File: src/rtl/strongly_connected_component_count_assert.svh
// assertion macros for the scc counter rtl
// no dependencies; expects clk and arst_n in the including module
`ifndef STRONGLY_CONNECTED_COMPONENT_COUNT_ASSERT_SVH
`define STRONGLY_CONNECTED_COMPONENT_COUNT_ASSERT_SVH

// condition that holds at every edge out of reset
`define SCC_ALWAYS(lbl, cond, msg) \
	lbl: assert property (@(posedge clk) disable iff (!arst_n) (cond)) else $error(msg);

// implication checked in the same cycle
`define SCC_IMPLY(lbl, pre, post, msg) \
	lbl: assert property (@(posedge clk) disable iff (!arst_n) (pre) |-> (post)) else $error(msg);

`endif

File: src/rtl/scc_ram.sv
// generic simple dual port ram with registered read
// no dependencies
module scc_ram #(
	parameter int WIDTH = 8,
	parameter int DEPTH = 64
) (
	input  logic                     clk,
	input  logic                     we,
	input  logic [$clog2(DEPTH)-1:0] waddr,
	input  logic [WIDTH-1:0]         wdata,
	input  logic [$clog2(DEPTH)-1:0] raddr,
	output logic [WIDTH-1:0]         rdata
);

	logic [WIDTH-1:0] mem_q [DEPTH];

	always_ff @(posedge clk) begin
		if (we) begin
			mem_q[waddr] <= wdata;
		end
		rdata <= mem_q[raddr];
	end

endmodule

File: config.mk
export PLATFORM = sky130hd
export DESIGN_NAME = scc_ram
export DESIGN_NICKNAME = d
export VERILOG_FILES = /design/src/rtl/strongly_connected_component_count_assert.svh /design/src/rtl/scc_ram.sv
export SDC_FILE = /design/constraint.sdc
export NUM_CORES = 1
export LEC_CHECK = 0
export ABC_AREA = 1
export BUFFER_PORTS_ARGS = -buffer_cell sky130_fd_sc_hd__buf_2
export CORE_ASPECT_RATIO = 0.9
export CORE_MARGIN = 2
export CORE_UTILIZATION = 45
export CTS_BUF_LIST = sky130_fd_sc_hd__clkbuf_8
export CTS_CLUSTER_SIZE = 10
export DETAILED_ROUTE_END_ITERATION = 10
export PLACE_DENSITY_LB_ADDON = 0.12
export SLEW_MARGIN = 20
export SYNTH_ARGS = -nofsm -noshare
export SYNTH_HDL_FRONTEND = slang
export SYNTH_SLANG_ARGS = --single-unit
File: constraint.sdc
create_clock -name clk -period 5 [get_ports clk]
set_input_delay 0.25 -clock clk [delete_from_list [all_inputs] [get_ports clk]]
set_output_delay 0.25 -clock clk [all_outputs]
set_load 0.01 [all_outputs]
Yosys cells after proc, flatten, opt, wreduce, memory -nomap -nowiden
Memory sizes are Yosys's and may differ from the RTL's. A register that Yosys moved wholly into a read port is not among the register bits.
Cells that the tools add are included.
{"block": "classes", "n_mux": 2}
{"op": "two-way mux 1 bit", "count": 2}
{"block": "word_totals", "n_memories": 1, "elab_cells": 3, "input_bits": 22, "mem_bits_rw": 512, "regBits": 0, "out_inout_bits": 8}
{"memory": "mem_q", "words": 64, "word_bits": 8, "rd": 1, "rd_ports_with_merged_regs": 1, "write_ports": 1, "line": "scc_ram.sv:15", "rtl": "logic [WIDTH-1:0] mem_q [DEPTH];"}

Logic depth before layout (Yosys ltp)
{"block": "depth", "ltp_word": 2, "mapped_depth": 12, "depth_no_buf": 9}

Worst setup path after synthesis
OpenSTA, ideal clock, no wires.
{"block": "synth_path", "path_type": "input -> register", "startpoint": "input we", "endpoint": "memory mem_q[48][0] (enable)", "path_buffers": 1, "setup_ps": 395, "path_slack_ps": 2984, "t_arrival_ps": 1621, "stages": 3, "required_time_ps": 4605, "path_cell_list": "clkbuf_1 -> nand4_1 -> nor4_1"}
{"block": "synth_between", "elab_chain_len": 2}
{"item": "from (decl)", "line": "scc_ram.sv:8", "rtl": "input logic we,"}
{"item": "two-way mux 1 bit", "line": "scc_ram.sv:18", "rtl": "if (we) begin"}
{"item": "two-way mux 1 bit (implied by the code)", "line": "scc_ram.sv:19", "rtl": "mem_q[waddr] <= wdata;"}
{"item": "to (decl)", "line": "scc_ram.sv:15"}
No other way between the ends.

==> reports/summary.txt <==
================================================================================
Max-cap violation count ...........................................            0
LEAKAGE ...........................................................     8.426 nW
Final setup violation count .......................................            0
Combinational fraction of design power ............................         6.4%
Total power divided by cell area .................................. 381.6 nW/um2
Area growth from synthesis to layout ..............................       9.241%
Die boundary height ...............................................     210.6 um
Number of DRC violations after detailed routing ...................            0
Via count of the first global-routing pass ........................       13,300
NetSw .............................................................   0.002148 W
Data required time at the worst endpoint ..........................      5.60 ns
Post-Place Worst Slack ............................................     1.837 ns
Die area ..........................................................   49,180 um2
Post-route cell area ..............................................   23,310 um2
Number of vias per cell ...........................................        5.469
Crit path time final ..............................................     2.618 ns
IO Count ..........................................................           30
Largest fanout on the critical path ...............................          158
R2r setup slk .....................................................      3.57 ns
Max Fclk ..........................................................   0.3820 GHz
Total iterations of the first detailed-routing run ................            5
Number of setup buffers added after CTS ...........................            0
Net count after synthesis .........................................        1,827
Class of the most critical hold timing path .......................    in -> reg
Cell area after synthesis .........................................   21,340 um2
Clock Sink Count ..................................................          520
Most common library cell in the layout ignoring fill and taps .....      nand2_1
Least setup slack across all paths after layout ...................     2.382 ns
Maximum number of buffers from clock root to sink .................            3
Startpoint types .................................................. primary input
Unrepaired setup endpoints after global routing ...................        false
Layout Utilization ................................................       49.88%
Register bit total from synthesis .................................          520
Maximum clock skew at final layout ................................   0.02618 ns
Placeable core area ...............................................   46,730 um2
Count of final hold-check violations ..............................            0
Mean post-synth cell area .........................................    11.82 um2
CTS Buf Count .....................................................           85
Share of the clock period used by the worst path ..................       52.36%
Final max-slew violation count ....................................            0
Final wirelength ..................................................     56.58 mm
Fraction of power consumed by sequential logic ....................        54.4%
Part of the Yosys area used for sequential elements ...............       72.80%
Antenna viol nets, final ..........................................            0
First-pass GRT wire length ........................................     84.51 mm
Result of the run ................................................. finished, final reports clean
Worst-margin pin slew .............................................     1.087 ns
Final Net Count ...................................................        1,859
TritonCTS clock tree ..............................................          yes
Clock insertion delay at the later pin of the skew report .........      0.67 ns
Global-route usage over all layers ................................       23.41%
Fin Setup TNS .....................................................         0 ns
Wire length per cell ..............................................     22.39 um
CTS Root Buffer Type ..............................................     clkbuf_8
Switching Share ...................................................       24.15%
Total of warnings raised by yosys .................................            0
Number of library cell types mapped by synthesis ..................           16
Proportion of power drawn by the clock network ....................        39.2%
Clock Pin Slew Worst Setup and Hold Paths .........................      0.06 ns
Worst voltage drop across the vdd grid ............................     310.4 uV
Hold slack final ..................................................    0.1491 ns
Number of antenna violations at the first check in global routing .            3
Via count .........................................................       13,820
Die W .............................................................     233.5 um
Share of cells above drive strength 1 .............................       8.905%
Synthesized instance count ........................................        1,805
H-tree depth ......................................................            3
Placer Congestion .................................................       0.8221
DRC marker count from the first detailed-route iteration ..........        1,558
Setup CP Type .....................................................    in -> reg
Area of placed instances ..........................................   21,690 um2
Most frequent cells in the layout ................................. nand2_1, edfxtp_1, nand3_1
Global route total overflow .......................................            0
Dpl hpwl ..........................................................     30.71 mm
Starting utilization of the core area .............................       45.66%
Endpoint class of the critical path ...............................         flop
Total internal power ..............................................   0.006747 W
Endpoint arrival time on the critical path ........................      3.21 ns
Relative max-transition margin ....................................       27.54%
Number of placement rows ..........................................           75
Count of buffers from port buffering ..............................           29
Pin count of the biggest net entering global routing ..............          159
================================================================================
[synth_stat cells (all sizes together)]
| cell | count | area (um2) |
|---|---|---|
| nor4 | 8 | 50.05 |
| nand2 | 648 | 2432 |
| buf | 98 | 752.0 |
| edfxtp | 512 | 15370 |
| nand3 | 439 | 2197 |
| clkbuf | 15 | 56.30 |
| inv | 12 | 50.05 |
| dfxtp | 8 | 160.2 |
| nor2 | 56 | 210.2 |
| nand4 | 9 | 56.30 |
[sequential cells by signal (all words and copies together) (netlist names)]
name / count
mem_q: 512
rdata: 8
[critical path, cell delays in order]
cell and delay (ns):
clkbuf_8 0.40, inv_8 0.78, buf_4 0.53, nand2_1 0.10, nand3_1 0.09, nand3_1 0.10
nand2_1 0.10, nand2_1 0.05, nand3_1 0.19, nand3_1 0.20, nand2_1 0.13
[area by class of cell]
cell class	instances	area (um2)
multi-input cells	1160	4946
flip-flops and latches	520	15530
diodes	2	5.005
inverters	12	55.05
clock inverters	68	342.8
well taps	616	770.7
clock buffers	91	1252
repair buffers	58	404.1
fillers	4267	23420
[metrics by stage]
| step | std cells | total power [W] |
|---|---|---|
| 3_3_place_gp | 2364 | 0.005494 |
| 5_1_grt | 2527 | 0.009195 |
| 6_report | 2527 | 0.008895 |
| 4_1_cts | 2525 | 0.008962 |
| 2_1_floorplan | 1805 | 0.005268 |
| 3_5_place_dp | 2364 | 0.005498 |
[kinds of logic after synthesis]
family                 Yosys count  share of synthesized area [%]
buffers and inverters          125                          4.022
and+or+nand+nor               1160                          23.18
DFF                            520                          72.80
[worst paths after layout]
| path | from | endpoint | cells after the start |
|---|---|---|---|
| max | raddr[0] | rdata[0] | 11 |
| max reg2reg | mem_q[33][7] | rdata[7] | 8 |
| min reg2reg | mem_q[62][1] | rdata[1] | 8 |
| min | raddr[4] | rdata[7] | 4 |
[power groups by stage]
stage | sequential [W] | combinational (W) | clock (W)
after floorplan | 0.00493 | 0.000339 | 0
after global placement | 0.00493 | 0.000560 | 0
after detailed placement | 0.00493 | 0.000564 | 0
after CTS | 0.00484 | 0.000566 | 0.00355
after global routing | 0.00484 | 0.000619 | 0.00373
final | 0.00484 | 0.000565 | 0.00349
[layer usage]
metal / track usage [%] / vias up / share of wire [%]
met5: 0 / - / 0.023
met4: 7.180 / 2 / 2.7
met3: 5.438 / 122 / 7.5
met2: 34.22 / 508 / 44
met1: 34.82 / 6753 / 46
li1: - / 6434 / -
[repair_timing]
item                                   CTS  global route
hold buffers                             2             0
resized for setup                        0             0
endpoints found under the hold margin   24             0
Power figures use the tool's default switching activity.
