[src/rtl/strongly_connected_component_count_assert.svh]
// assertion macros for the scc counter rtl
// no dependencies; expects clk and arst_n in the including module
`ifndef STRONGLY_CONNECTED_COMPONENT_COUNT_ASSERT_SVH
`define STRONGLY_CONNECTED_COMPONENT_COUNT_ASSERT_SVH

// condition that holds at every edge out of reset
`define SCC_ALWAYS(lbl, cond, msg) \
	lbl: assert property (@(posedge clk) disable iff (!arst_n) (cond)) else $error(msg);

// implication checked in the same cycle
`define SCC_IMPLY(lbl, pre, post, msg) \
	lbl: assert property (@(posedge clk) disable iff (!arst_n) (pre) |-> (post)) else $error(msg);

`endif

[src/rtl/scc_pkg.sv]
// shared constants and types for the scc counter
// no dependencies
package scc_pkg;

	localparam int MAX_NODES_DEF = 64;
	localparam int CFG_W         = 7;
	localparam int FIELD_W       = 6;
	localparam int CHUNK_W       = 8;
	localparam logic [CFG_W-1:0] NODE_COUNT_RST = 7'd64;

	localparam logic CMD_EDGE = 1'b0;
	localparam logic CMD_RUN  = 1'b1;

	typedef struct packed {
		logic done;
		logic found;
	} scan_t;

endpackage

[src/rtl/scc_scan.sv]
// find-first-set unit, one chunk of the row per cycle
// depends on scc_pkg
module scc_scan #(
	parameter int MAX_NODES = scc_pkg::MAX_NODES_DEF
) (
	input  logic                         clk,
	input  logic                         arst_n,
	input  logic                         start,
	input  logic [MAX_NODES-1:0]         word,
	output scc_pkg::scan_t               res,
	output logic [$clog2(MAX_NODES)-1:0] idx
);
	import scc_pkg::*;

	localparam int NW  = $clog2(MAX_NODES);
	localparam int NCH = (MAX_NODES + CHUNK_W - 1) / CHUNK_W;
	localparam int CW  = (NCH > 1) ? $clog2(NCH) : 1;
	localparam int CBW = $clog2(CHUNK_W);

	logic [NCH*CHUNK_W-1:0] padded_w;
	logic [CHUNK_W-1:0]     chunk_w;
	logic [CBW-1:0]         pos_w;
	logic                   last_w;
	logic                   busy_q;
	logic [CW-1:0]          chunk_q;
	scan_t                  res_q;
	logic [NW-1:0]          idx_q;

	always_comb begin
		padded_w = '0;
		padded_w[MAX_NODES-1:0] = word;
	end

	assign chunk_w = padded_w[chunk_q*CHUNK_W +: CHUNK_W];
	assign last_w  = (chunk_q == CW'(NCH - 1));

	// lowest set bit of the chunk
	always_comb begin
		pos_w = '0;
		for (int b = CHUNK_W - 1; b >= 0; b--) begin
			if (chunk_w[b]) begin
				pos_w = CBW'(b);
			end
		end
	end

	always_ff @(posedge clk or negedge arst_n) begin
		if (!arst_n) begin
			busy_q  <= 1'b0;
			chunk_q <= '0;
			res_q   <= '0;
		end else begin
			if (start) begin
				busy_q     <= 1'b1;
				chunk_q    <= '0;
				res_q.done <= 1'b0;
			end else if (busy_q && ((|chunk_w) || last_w)) begin
				busy_q      <= 1'b0;
				res_q.done  <= 1'b1;
				res_q.found <= |chunk_w;
			end else begin
				res_q.done <= 1'b0;
				if (busy_q) begin
					chunk_q <= chunk_q + CW'(1);
				end
			end
		end
	end

	always_ff @(posedge clk) begin
		if (busy_q) begin
			idx_q <= NW'({chunk_q, pos_w});
		end
	end

	assign res = res_q;
	assign idx = idx_q;

endmodule

[config.mk]
export PLATFORM = sky130hd
export DESIGN_NAME = scc_scan
export DESIGN_NICKNAME = d
export VERILOG_FILES = /design/src/rtl/strongly_connected_component_count_assert.svh /design/src/rtl/scc_pkg.sv /design/src/rtl/scc_scan.sv
export SDC_FILE = /design/constraint.sdc
export NUM_CORES = 1
export LEC_CHECK = 0
export BUFFER_PORTS_ARGS = -buffer_cell sky130_fd_sc_hd__buf_2
export CORE_MARGIN = 4
export CORE_UTILIZATION = 44
export DETAILED_ROUTE_END_ITERATION = 10
export GPL_ROUTABILITY_DRIVEN = 0
export PLACE_DENSITY = 0.81
export SETUP_SLACK_MARGIN = 0.02
export SYNTH_ARGS = -nofsm -noshare
export SYNTH_HDL_FRONTEND = slang
export SYNTH_SLANG_ARGS = --single-unit
[constraint.sdc]
create_clock -name clk -period 2.48 [get_ports clk]
set_input_delay 0.372 -clock clk [delete_from_list [all_inputs] [get_ports clk]]
set_output_delay 0.372 -clock clk [all_outputs]
set_load 0.005 [all_outputs]
=== Yosys cells after proc, flatten, opt, wreduce, memory -nomap -nowiden ===
Index checks and enable logic that the tools add are counted.

* Output and inout bits: 8
* Input bits: 67
* Memory bits (writable): 0
* Memories kept: 0
* Bits in latches: 0
* Register bits after elaboration: 12
* Bits in read-only memories: 0

* Bitwise gates (word level): 1
* Reductions and logical operators: 9
* Shift-type cells: 1
* Div/mod/pow operators: 0
* Multipliers: 0
* $add $sub $neg: 1
* Equality and inequality tests: 2
* $lt $le $gt $ge: 0
* Multiplexer cells: 14

{| class="wikitable"
|+ Operators by type and width
! operator !! number
|-
| variable part select 64 x 7 -> 8 bit || 1
|-
| 2-to-1 mux 3 bit || 7
|-
| OR reduction 8 bit || 1
|-
| 2-to-1 mux 1 bit || 5
|-
| 2-to-1 mux 2 bit || 2
|-
| AND reduction 2 bit || 2
|-
| nonzero test 2 bit || 2
|-
| OR reduction 4 bit || 1
|-
| adder 3 x 1 -> 3 bit (second input constant) || 1
|-
| == test 3 bit (second input constant) || 1
|-
| != test 2 bit (second input constant) || 1
|-
| OR reduction 2 bit || 1
|-
| logical AND 1 bit || 1
|-
| logical OR 1 bit || 1
|-
| inverter 1 bit || 1
|}

=== Logic depth before layout (Yosys ltp) ===
Gate-level depths: netlist of run 1.

* Depth after elaboration: 8
* Mapped depth: 8
* Mapped depth without buffers: 6

=== Worst setup path before layout of run 1 ===
No wires, ideal clock.

* Kind: reg-to-reg
* Start: reg chunk_q[2]
* End: reg chunk_q[0]
* Path slack: 0.432 ns
* Arrival: 1.970 ns
* Stages on the path, launching flop included: 9
* Data required time: 2.403 ns
* Buffers on the path: 2
* Cells stage by stage: dfrtp_1 buf_2 buf_2 mux4_2 mux2i_4 nand2_1 nand4b_4 or3_1 a21oi_1

* Cells in the longest elaborated chain, start to end: 6
* Elaborated cells between the ends (all ways): 7
* Classes of those cells: eq/ne (2); shift (1); reduce/logical (4)

{| class="wikitable"
|+ Ends and longest elaborated chain
! what !! RTL line !! RTL
|-
| start, declared || scc_scan.sv:25 || <nowiki>logic [CW-1:0] chunk_q;</nowiki>
|-
| start signal, assigned || scc_scan.sv:64 || <nowiki>chunk_q <= chunk_q + CW'(1);</nowiki>
|-
| variable part select 64 x 7 -> 8 bit || scc_scan.sv:34 || <nowiki>assign chunk_w = padded_w[chunk_q*CHUNK_W +: CHUNK_W];</nowiki>
|-
| OR reduction 8 bit || scc_scan.sv:57 || <nowiki>end else if (busy_q && ((|chunk_w) || last_w)) begin</nowiki>
|-
| logical OR 1 bit (*) || scc_scan.sv:57 ||
|-
| logical AND 1 bit (*) || scc_scan.sv:57 ||
|-
| != test 2 bit (no source line) (*) || n/a ||
|-
| AND reduction 2 bit (no source line) (*) || n/a ||
|}

Every way passes the cells marked *; elsewhere a longest branch is shown, timed or not.
A chain may end at the register's enable or synchronous reset.

=== Worst setup path after layout of run 1 ===
* Start: reg chunk_q[0]
* End: reg chunk_q[2]

* Cells in the longest elaborated chain, start to end: 6
* Elaborated cells between the ends (all ways): 11
* Classes of those cells: add/sub (1); eq/ne (2); shift (1); mux (3); reduce/logical (4)

{| class="wikitable"
|+ Ends and longest elaborated chain
! what !! RTL line
|-
| variable part select 64 x 7 -> 8 bit || scc_scan.sv:34
|-
| OR reduction 8 bit || scc_scan.sv:57
|-
| logical OR 1 bit || scc_scan.sv:57
|-
| logical AND 1 bit || scc_scan.sv:57
|-
| != test 2 bit (no source line) || n/a
|-
| AND reduction 2 bit (no source line) || n/a
|}

Several ways; a longest one is shown, not always the timed one. The select of a mux whose other input is x is not followed.

==> reports/qor.log, run 1 <==
[min_path] worst hold path stage count 2
[floorplan] boundary pin count 75
[finish] number of fill cells in the layout 248
[setup_path] endpoint type of the worst setup path flip-flop
[clock_tree] CTS clock-pin slew for the worst setup and hold paths 0.07 ns
[finish] layout cells sized above 1 45.4%
[clock_tree] clock insertion delay at the later pin of the skew report 0.26 ns
[finish] most frequent cells in the layout buf_2, mux2i_1, nand3_1
[logic_synthesis] most used flip-flop cell after synthesis edfxtp_1
[route] detailed-route DRC error count 0
[power_and_ir_drop] clock network power share 30.6%
[place] half-perimeter wire length of the detailed placement result 2780 um
[floorplan] vertical die dimension 61.5 um
[logic_synthesis] number of synthesis warnings 0
[clock_tree] worst-case clock buffer depth 2
[place] Worst Setup Slack post-DPL 0.260 ns
[global_route] pin count of the biggest net entering global routing 33
[setup_path] r2r endpoint chunk_q[2]
[power_and_ir_drop] sequential share of power 44.5%
[min_path] hold path start start
[route] vias post-DR 1297
[global_route] global-route usage over all layers 17.4%
[logic_synthesis] Cell Area, Synth 0.00126 sq mm
[power_and_ir_drop] internal power component 376 uW
[min_path] type of the worst min-delay path in2reg
[route] number of vias per cell after detailed routing 5.45
[sta] count of endpoints failing hold in the final timing report 0
[sta] highest clock frequency the design can meet 0.462 GHz
[sta] remaining max-slew budget at the tightest pin 77.3%
[finish] # nets final 277
[global_route] number of global-route vias before repair 1293
[floorplan] Initial Util 46.0%
[floorplan] Std-Cell Core Area 0.00273 sq mm
[clock_tree] clock tree root buffer cell clkbuf_4
[route] drt first pass iters 4
[clock_tree] Sinks on Clock Net 12
[setup_path] startpoint of the most critical register-to-register path chunk_q[0]
[clock_tree] CTS tree done
[run] number of max-capacitance violations reported 0
[logic_synthesis] Avg Cell Area, Syn 9.45 sq um
[global_route] residual overflow from global routing 0
[logic_synthesis] #FFs+latches synth 12
[sta] RSZ-0062 raised after global routing false
[floorplan] standard-cell row count 19
[clock_tree] number of H-tree levels 1
[setup_path] ordered list of cells on the worst path mux4_2 -> mux2i_4 -> nand2_1 -> nand4b_4 -> nor3b_2 -> mux2i_1
[clock_tree] TritonCTS Buffers 3
[sta] total count of max-transition violations in the final report 0
[global_route] initial antenna violation count 0
[route] Routed WL 3220 um
[floorplan] Die Span X 61.5 um
[setup_path] cell class contributing the biggest share of worst-path delay multiplexers
[place] # port buffers 74
[logic_synthesis] post-synthesis async set-or-reset flop share 50.0%
[setup_path] crit path max fanout 5
[min_path] destination of the worst hold path chunk_q[0]
[setup_path] class of the most critical setup path reg2reg
[setup_path] Setup crit start kind flip-flop
[power_and_ir_drop] VDD IR-drop max 0.326 mV
[sta] worst-margin pin slew 0.340 ns
[power_and_ir_drop] Psw 118 uW
[power_and_ir_drop] Pwr per Cell Area 291 mW/mm^2
[sta] final worst-path cycle share 87.3%
[sta] setup tns final 0 ns
[power_and_ir_drop] Combinational Power Share 24.9%
[finish] # diodes 0
[sta] Worst Slack Setup Final 0.315 ns
[logic_synthesis] gate count of the mapped netlist 133
[global_route] global-route wire length before repair 5150 um
[setup_path] required time at the worst-slack endpoint 2.67 ns
[logic_synthesis] nets in the synthesized netlist 202
[logic_synthesis] number of different library cells in the post-synthesis netlist 37
[route] Routed Antenna Nets 0
[sta] final setup vio count 0
[logic_synthesis] Post-synth EDFFs 6
[finish] synthesis-to-finish area growth 35.1%
[setup_path] depth of the worst register-to-register path 6
[power_and_ir_drop] LEAKAGE 0.000733 uW
[setup_path] CP max-delay cell mux4_2
[floorplan] Die Outline Area 0.00378 sq mm
[setup_path] data arrival at the endpoint of the critical path 2.35 ns
[power_and_ir_drop] net switching fraction of the power 23.9%
[setup_path] longest individual stage delay on the worst path 0.57 ns
[sta] final critical path time including I/O delays and setup 2.16 ns
[route] initial drt markers 40
[finish] most common cell after layout, fill and taps aside buf_2
[route] wire per inst 13.5 um
[logic_synthesis] sequential fraction of the synthesis area 26.3%
[sta] Fin Clk Skew 0.00272 ns
[setup_path] count of buffering cells on the critical path with inverters included 0
[setup_path] reg2reg setup slack 0.32 ns
[outcome] status complete, no violations
[clock_tree] setup repair bufs after CTS 0
-- power groups by stage --
stage,Sequential (uW),Combinational [uW],Clock (uW)
after CTS,220,124,154
after global placement,224,120,0
after detailed placement,224,122,0
final,220,123,151
after global routing,221,138,161
after floorplan,225,49.4,0
-- layer usage --
metal	track usage, %	wire, um	part of all wire (%)	up-vias
met5	0	0	0	-
met4	1.82	0	0	0
met3	1.26	219	6.8	0
met2	33.7	1710	53	47
met1	21.6	1290	40	590
li1	-	-	-	660
-- worst register-to-register path, cell delays in order (launching register included) --
cell and delay (ns):
dfrtp_1 0.50, mux4_2 0.58, mux2i_4 0.17, nand2_1 0.10, nand4b_4 0.21, nor3b_2 0.30
mux2i_1 0.23
-- logic make-up (layout without fill, tap and decap cells) --
kind of cell	count (synthesis)	after routing	share of synthesized area (%)
AOI/OAI and AO/OA	27	27	14.1
adders and majority gates	2	2	1.99
muxes	27	27	28.6
buffers and inverters	12	86	4.58
DFF	12	12	26.3
and+or+nand+nor	53	53	24.5
-- what timing repair did --
action / CTS / global route
hold buffers: 1 / 0
gates resized for setup: 0 / 1
setup endpoints to repair: 0 / 2
hold endpoints to repair: 6 / 0
-- worst max-delay path by stage --
stage          cells after the start       start    endpoint
4_1_cts                            7  chunk_q[0]  chunk_q[2]
6_report                           6  chunk_q[0]  chunk_q[2]
3_3_place_gp                       7  chunk_q[0]  chunk_q[2]
5_1_grt                            7  chunk_q[0]  chunk_q[2]
2_1_floorplan                      8  chunk_q[2]  chunk_q[0]
3_5_place_dp                       7  chunk_q[0]  chunk_q[2]
-- sequential cells by signal (all words and copies together), names as in the netlist --
| register | count |
|---|---|
| idx | 6 |
| res | 2 |
| chunk_q | 3 |
| busy_q | 1 |
-- per-stage QoR --
stage / total power (uW) / instances / utilization (%) / hold WS [ns] / cell area (sq um)
after floorplan: 274 / 133 / - / 0.0764 / 1260
after global placement: 344 / 233 / 60.4 / 0.198 / 1650
after detailed placement: 346 / 233 / 60.4 / 0.197 / 1650
after CTS: 497 / 238 / 62.1 / 0.322 / 1700
after global routing: 520 / 238 / 62.2 / 0.333 / 1700
final: 494 / 238 / 62.2 / 0.336 / 1700
-- cell usage after synthesis (2+ instances only) --
| master | number | area [sq um] |
|---|---|---|
| o21ai_0 | 4 | 20.0 |
| nand2_1 | 7 | 26.3 |
| nand2b_1 | 6 | 37.5 |
| inv_1 | 3 | 11.3 |
| nor3_1 | 7 | 35.0 |
| nor2_1 | 7 | 26.3 |
| nor2b_1 | 3 | 18.8 |
| a21oi_1 | 7 | 35.0 |
| buf_2 | 4 | 20.0 |
| a22oi_1 | 4 | 30.0 |
| a31oi_1 | 3 | 18.8 |
| mux4_2 | 5 | 113 |
| o21ai_1 | 2 | 10.0 |
| edfxtp_1 | 6 | 180 |
| nand4_1 | 4 | 25.0 |
| nand3_1 | 9 | 45.0 |
| nor3b_1 | 5 | 37.5 |
| ha_1 | 2 | 25.0 |
| dfrtp_1 | 6 | 150 |
| clkbuf_1 | 3 | 11.3 |
| mux2i_4 | 2 | 45.0 |
| mux2i_1 | 19 | 190 |
-- final cells by class --
class / instances / area, sq um / share of cell area (%)
clock buffers: 4 / 36.3 / 2.14
inverters: 3 / 11.3 / 0.663
multi-input cells: 109 / 872 / 51.3
flip-flops and latches: 12 / 330 / 19.4
well taps: 31 / 38.8 / 2.28
repair buffers: 79 / 410 / 24.2
(Power assumes the default switching activity.)
==> run 2, diff against run 1 <==
- CELL_PAD_IN_SITES_DETAIL_PLACEMENT: not set -> 1
- CELL_PAD_IN_SITES_GLOBAL_PLACEMENT: not set -> 1
- CORE_UTILIZATION: 44 -> 31
- PLACE_DENSITY: 0.81 -> not set
- PLACE_DENSITY_LB_ADDON: not set -> 0.1
==> run 2 against run 1 <==
Hold slack improved by 0.0063 ns. Maximum frequency shrank 2.4%. Setup slack lost 0.053 ns. Total power is 14% higher. Register-to-register slack worse by 0.05 ns. Clock power is 42% higher. Critical path depth grew 1. Global-route usage is 0.51 points lower. Utilization down 16 points. Wire length rose by 27%. First-iteration DRC count fell by 2.5%.
==> reports/qor.log, run 2 (same netlist as run 1, synthesis figures left out) <==
[outcome] status complete, no violations
[global_route] pin count of the biggest net entering global routing 25
[min_path] type of the worst min-delay path in2reg
[finish] layout cells sized above 1 47.8%
[global_route] global-route wire length before repair 7010 um
[route] wire per inst 16.0 um
[clock_tree] TritonCTS Buffers 3
[route] drt first pass iters 4
[setup_path] data arrival at the endpoint of the critical path 2.38 ns
[global_route] global-route usage over all layers 16.9%
[power_and_ir_drop] Pwr per Cell Area 320 mW/mm^2
[setup_path] required time at the worst-slack endpoint 2.64 ns
[clock_tree] Sinks on Clock Net 12
[sta] final critical path time including I/O delays and setup 2.22 ns
[floorplan] standard-cell row count 22
[power_and_ir_drop] VDD IR-drop max 0.188 mV
[setup_path] endpoint type of the worst setup path flip-flop
[route] initial drt markers 39
[sta] final worst-path cycle share 89.4%
[clock_tree] number of H-tree levels 1
[route] vias post-DR 1376
[power_and_ir_drop] Total Power 563 uW
[route] Routed Antenna Nets 0
[floorplan] Initial Util 33.1%
[sta] setup tns final 0 ns
[sta] worst-margin pin slew 0.318 ns
[finish] synthesis-to-finish area growth 40.1%
[sta] Fin Clk Skew 0.00422 ns
[place] # port buffers 74
[clock_tree] clock insertion delay at the later pin of the skew report 0.24 ns
[run] number of max-capacitance violations reported 0
[floorplan] boundary pin count 75
[floorplan] Die Span X 71.7 um
[finish] # nets final 279
[floorplan] Std-Cell Core Area 0.00380 sq mm
[place] Worst Setup Slack post-DPL 0.105 ns
[sta] count of endpoints failing hold in the final timing report 0
[global_route] initial antenna violation count 0
[global_route] number of global-route vias before repair 1498
[clock_tree] setup repair bufs after CTS 0
[clock_tree] CTS tree done
[setup_path] class of the most critical setup path reg2reg
[route] number of vias per cell after detailed routing 5.35
[setup_path] Setup crit start kind flip-flop
[power_and_ir_drop] LEAKAGE 0.000749 uW
[floorplan] Die Outline Area 0.00514 sq mm
[clock_tree] worst-case clock buffer depth 2
[clock_tree] clock tree root buffer cell clkbuf_8
[finish] most common cell after layout, fill and taps aside buf_2
[floorplan] vertical die dimension 71.7 um
[finish] # diodes 0
[sta] Worst Slack Setup Final 0.262 ns
[finish] most frequent cells in the layout buf_2, mux2i_1, nand3_1
[sta] highest clock frequency the design can meet 0.451 GHz
[sta] RSZ-0062 raised after global routing false
[global_route] residual overflow from global routing 0
[route] Routed WL 4100 um
[finish] non-filler instance count after layout 257
[sta] total count of max-transition violations in the final report 0
[clock_tree] CTS clock-pin slew for the worst setup and hold paths 0.06 ns
[sta] final setup vio count 0
[sta] remaining max-slew budget at the tightest pin 78.8%
[finish] Largest register FFs 6
[setup_path] crit path max fanout 24
[route] detailed-route DRC error count 0
[place] half-perimeter wire length of the detailed placement result 3460 um
[place] number of cells in the design after placement 252
[run 2: cell types whose count changed in the layout (fill, tap and decap cells not counted), moves of 2 or more]
| cell | before | now |
|---|---|---|
| clkbuf_4 | 3 | 0 |
| dfrtp_1 | 6 | 4 |
| buf_4 | 4 | 6 |
| dfrtp_2 | 0 | 2 |
| clkbuf_8 | 1 | 4 |
[run 2: stage by stage]
stage | instance area (sq um) | hold WS [ns] | util (%)
after detailed placement | 1690 | 0.209 | 44.4
after global routing | 1760 | 0.361 | 46.4
after global placement | 1690 | 0.203 | 44.4
final | 1760 | 0.343 | 46.4
after CTS | 1750 | 0.346 | 46.1
after floorplan | 1260 | 0.0764 | -
[run 2: worst max-delay path, cell delays in order (launching register included)]
cell and delay [ns]:
dfrtp_2 0.47, buf_4 0.32, nor3b_1 0.29, o21ai_0 0.14, nand4_1 0.21, nand4b_4 0.16
nor3b_2 0.31, mux2i_1 0.23
[run 2: final timing paths]
check | to | cells after the start | slack, ns | start
worst min-delay path | chunk_q[0] | 2 | 0.34 | start
worst max-delay path | chunk_q[1] | 7 | 0.26 | chunk_q[2]
worst min register to register | res[0] | 1 | 0.53 | res[0]
max in group asynchronous | chunk_q[0] | 2 | 1.82 | arst_n
worst max register to register | chunk_q[1] | 7 | 0.26 | chunk_q[2]
min in group asynchronous | chunk_q[2] | 2 | 0.50 | arst_n
[run 2: metal layers]
layer  track usage [%]  share of wire [%]  up-vias
li1                  -                  -      667
met1              20.0                 41      660
met2              31.4                 52       47
met3              3.79                6.8        2
met4              2.51               0.46        0
met5                 0                  0        -
[run 2: what timing repair did]
item | in CTS | in global routing
endpoints found under the hold margin | 6 | 0
endpoints found under the setup margin | 0 | 4
hold buffers | 1 | 0
resized for setup | 0 | 4
[run 2: final cells by class]
cell class | count | area (sq um)
multi-input combinational | 109 | 877
timing repair buffer | 81 | 425
tap | 48 | 60.1
sequential | 12 | 333
clock buffer | 4 | 55.1
fill | 477 | 2040
inverter | 3 | 11.3
[run 2: power breakdown]
| group | switching (uW) | internal [uW] | total, uW |
|---|---|---|---|
| sequential | 3.83 | 217 | 221 |
| clock | 75.0 | 140 | 215 |
| combinational | 56.5 | 70.8 | 127 |
==> run 3, diff against run 2 <==
- RECOVER_POWER: not set -> 50
==> run 3 against run 2 <==
Die area is the same. Hold slack lost 0.00096 ns. Critical endpoint unchanged. Flip-flop and latch count is the same. Register-to-register slack lost 0.05 ns. Utilization shrank 0.13 points.
==> reports/qor.log, run 3 (same netlist as run 1, synthesis figures left out) <==
[finish] layout cells sized above 1 46.9%
[finish] # diodes 0
[floorplan] standard-cell row count 22
[floorplan] Die Span X 71.7 um
[clock_tree] worst-case clock buffer depth 2
[sta] setup tns final 0 ns
[clock_tree] CTS clock-pin slew for the worst setup and hold paths 0.06 ns
[floorplan] Std-Cell Core Area 0.00380 sq mm
[min_path] type of the worst min-delay path in2reg
[finish] most frequent cells in the layout buf_2, mux2i_1, nand3_1
[power_and_ir_drop] VDD IR-drop max 0.188 mV
[place] # port buffers 74
[global_route] residual overflow from global routing 0
[setup_path] data arrival at the endpoint of the critical path 2.43 ns
[route] wire per inst 16.0 um
[power_and_ir_drop] Pwr per Cell Area 321 mW/mm^2
[global_route] met2 global-route usage 31.4%
[global_route] initial antenna violation count 0
[global_route] global-route usage over all layers 16.9%
[global_route] global-route wire length before repair 7010 um
[clock_tree] number of H-tree levels 1
[global_route] global-route track usage on met3 3.79%
[clock_tree] clock insertion delay at the later pin of the skew report 0.24 ns
[clock_tree] setup repair bufs after CTS 0
[global_route] pin count of the biggest net entering global routing 25
[place] half-perimeter wire length of the detailed placement result 3460 um
[setup_path] required time at the worst-slack endpoint 2.64 ns
[floorplan] Initial Util 33.1%
[route] detailed-route DRC error count 0
[setup_path] ordered list of cells on the worst path clkbuf_1 -> nand3_1 -> o2111ai_2 -> nand4b_4 -> nor3b_2 -> mux2i_1
[sta] final setup vio count 0
[setup_path] CP max-delay cell clkbuf_1
[setup_path] endpoint type of the worst setup path flip-flop
[sta] final worst-path cycle share 91.4%
[clock_tree] clock tree root buffer cell clkbuf_8
[finish] non-filler instance count after layout 257
[outcome] status complete, no violations
[clock_tree] TritonCTS Buffers 3
[finish] Largest register FFs 6
[sta] count of endpoints failing hold in the final timing report 0
[global_route] GR Util met1 20.0%
[place] number of cells in the design after placement 252
[sta] Fin Clk Skew 0.00469 ns
[sta] final critical path time including I/O delays and setup 2.27 ns
[floorplan] boundary pin count 75
[route] vias post-DR 1382
[sta] remaining max-slew budget at the tightest pin 58.1%
[route] number of vias per cell after detailed routing 5.38
[finish] synthesis-to-finish area growth 39.7%
[route] Routed WL 4120 um
[run] number of max-capacitance violations reported 0
[sta] RSZ-0062 raised after global routing false
[floorplan] vertical die dimension 71.7 um
[sta] total count of max-transition violations in the final report 0
[sta] highest clock frequency the design can meet 0.441 GHz
[finish] # nets final 279
[route] drt first pass iters 4
[sta] worst-margin pin slew 0.629 ns
[global_route] number of global-route vias before repair 1498
[clock_tree] Sinks on Clock Net 12
[power_and_ir_drop] LEAKAGE 0.000742 uW
[setup_path] crit path max fanout 7
[finish] most common cell after layout, fill and taps aside buf_2
[route] initial drt markers 42
[setup_path] Setup crit start kind flip-flop
[setup_path] longest individual stage delay on the worst path 0.51 ns
[clock_tree] CTS tree done
[setup_path] class of the most critical setup path reg2reg
[route] Routed Antenna Nets 0
[global_route] most used routing layer met2
[floorplan] Die Outline Area 0.00514 sq mm
==> run 3: changes by cell type in the layout (fill, tap and decap cells not counted) <==
| cell | before | now |
|---|---|---|
| clkbuf_1 | 0 | 2 |
| buf_2 | 74 | 73 |
| buf_4 | 6 | 5 |
==> run 3: area by class of cell <==
cell class              instances  area [sq um]
clock buffers                   4          55.1
fillers                       479          2040
inverters                       3          11.3
multi-input cells             109           877
flip-flops and latches         12           333
well taps                      48          60.1
repair buffers                 81           420
==> run 3: per-layer routing <==
metal  up-vias  wire, um
met5         -         0
met4         0        19
li1        665         -
met3         2       295
met1       665      1680
met2        50      2120
==> run 3: critical path, delay by kind of cell, from the launching register on <==
family	cells	cell delay, ns
flip-flops	1	0.41
multiplexers	1	0.23
buffers and inverters	1	0.51
AO/OA/AOI/OAI	1	0.31
AND/OR/NAND/NOR	3	0.71
==> run 3: where the power goes <==
| part | internal, uW | switching (uW) | leakage (uW) |
|---|---|---|---|
| Combinational | 70.5 | 56.5 | 0.000581 |
| Sequential | 217 | 3.85 | 0.000132 |
| Clock | 140 | 75.5 | 0.0000288 |
==> run 3: stage by stage <==
stage / hold slack (ns) / instance area (sq um) / worst slack [ns] / util (%) / power (uW)
finish: 0.342 / 1760 / 0.214 / 46.2 / 564
global route: 0.361 / 1760 / 0.0883 / 46.2 / 595
detailed placement: 0.209 / 1690 / 0.105 / 44.4 / 352
CTS: 0.346 / 1750 / 0.0973 / 46.1 / 573
global placement: 0.203 / 1690 / 0.288 / 44.4 / 346
floorplan: 0.0764 / 1260 / 0.432 / - / 274
==> run 3: repair_timing <==
item	in CTS	in global routing
setup endpoints to repair	0	4
hold buffers	1	0
resized for setup	0	4
endpoints found under the hold margin	6	0
==> run 3: path summary, 6_finish.rpt <==
kind                       slack, ns         end  depth (start not counted)  startpoint
hold reg to reg                 0.53      res[0]                          1      res[0]
setup reg to reg                0.21  chunk_q[1]                          6  chunk_q[1]
min in group asynchronous       0.55      busy_q                          2      arst_n
setup / recovery                0.21  chunk_q[1]                          6  chunk_q[1]
hold / removal                  0.34  chunk_q[0]                          2       start
max in group asynchronous       1.65  chunk_q[0]                          2      arst_n
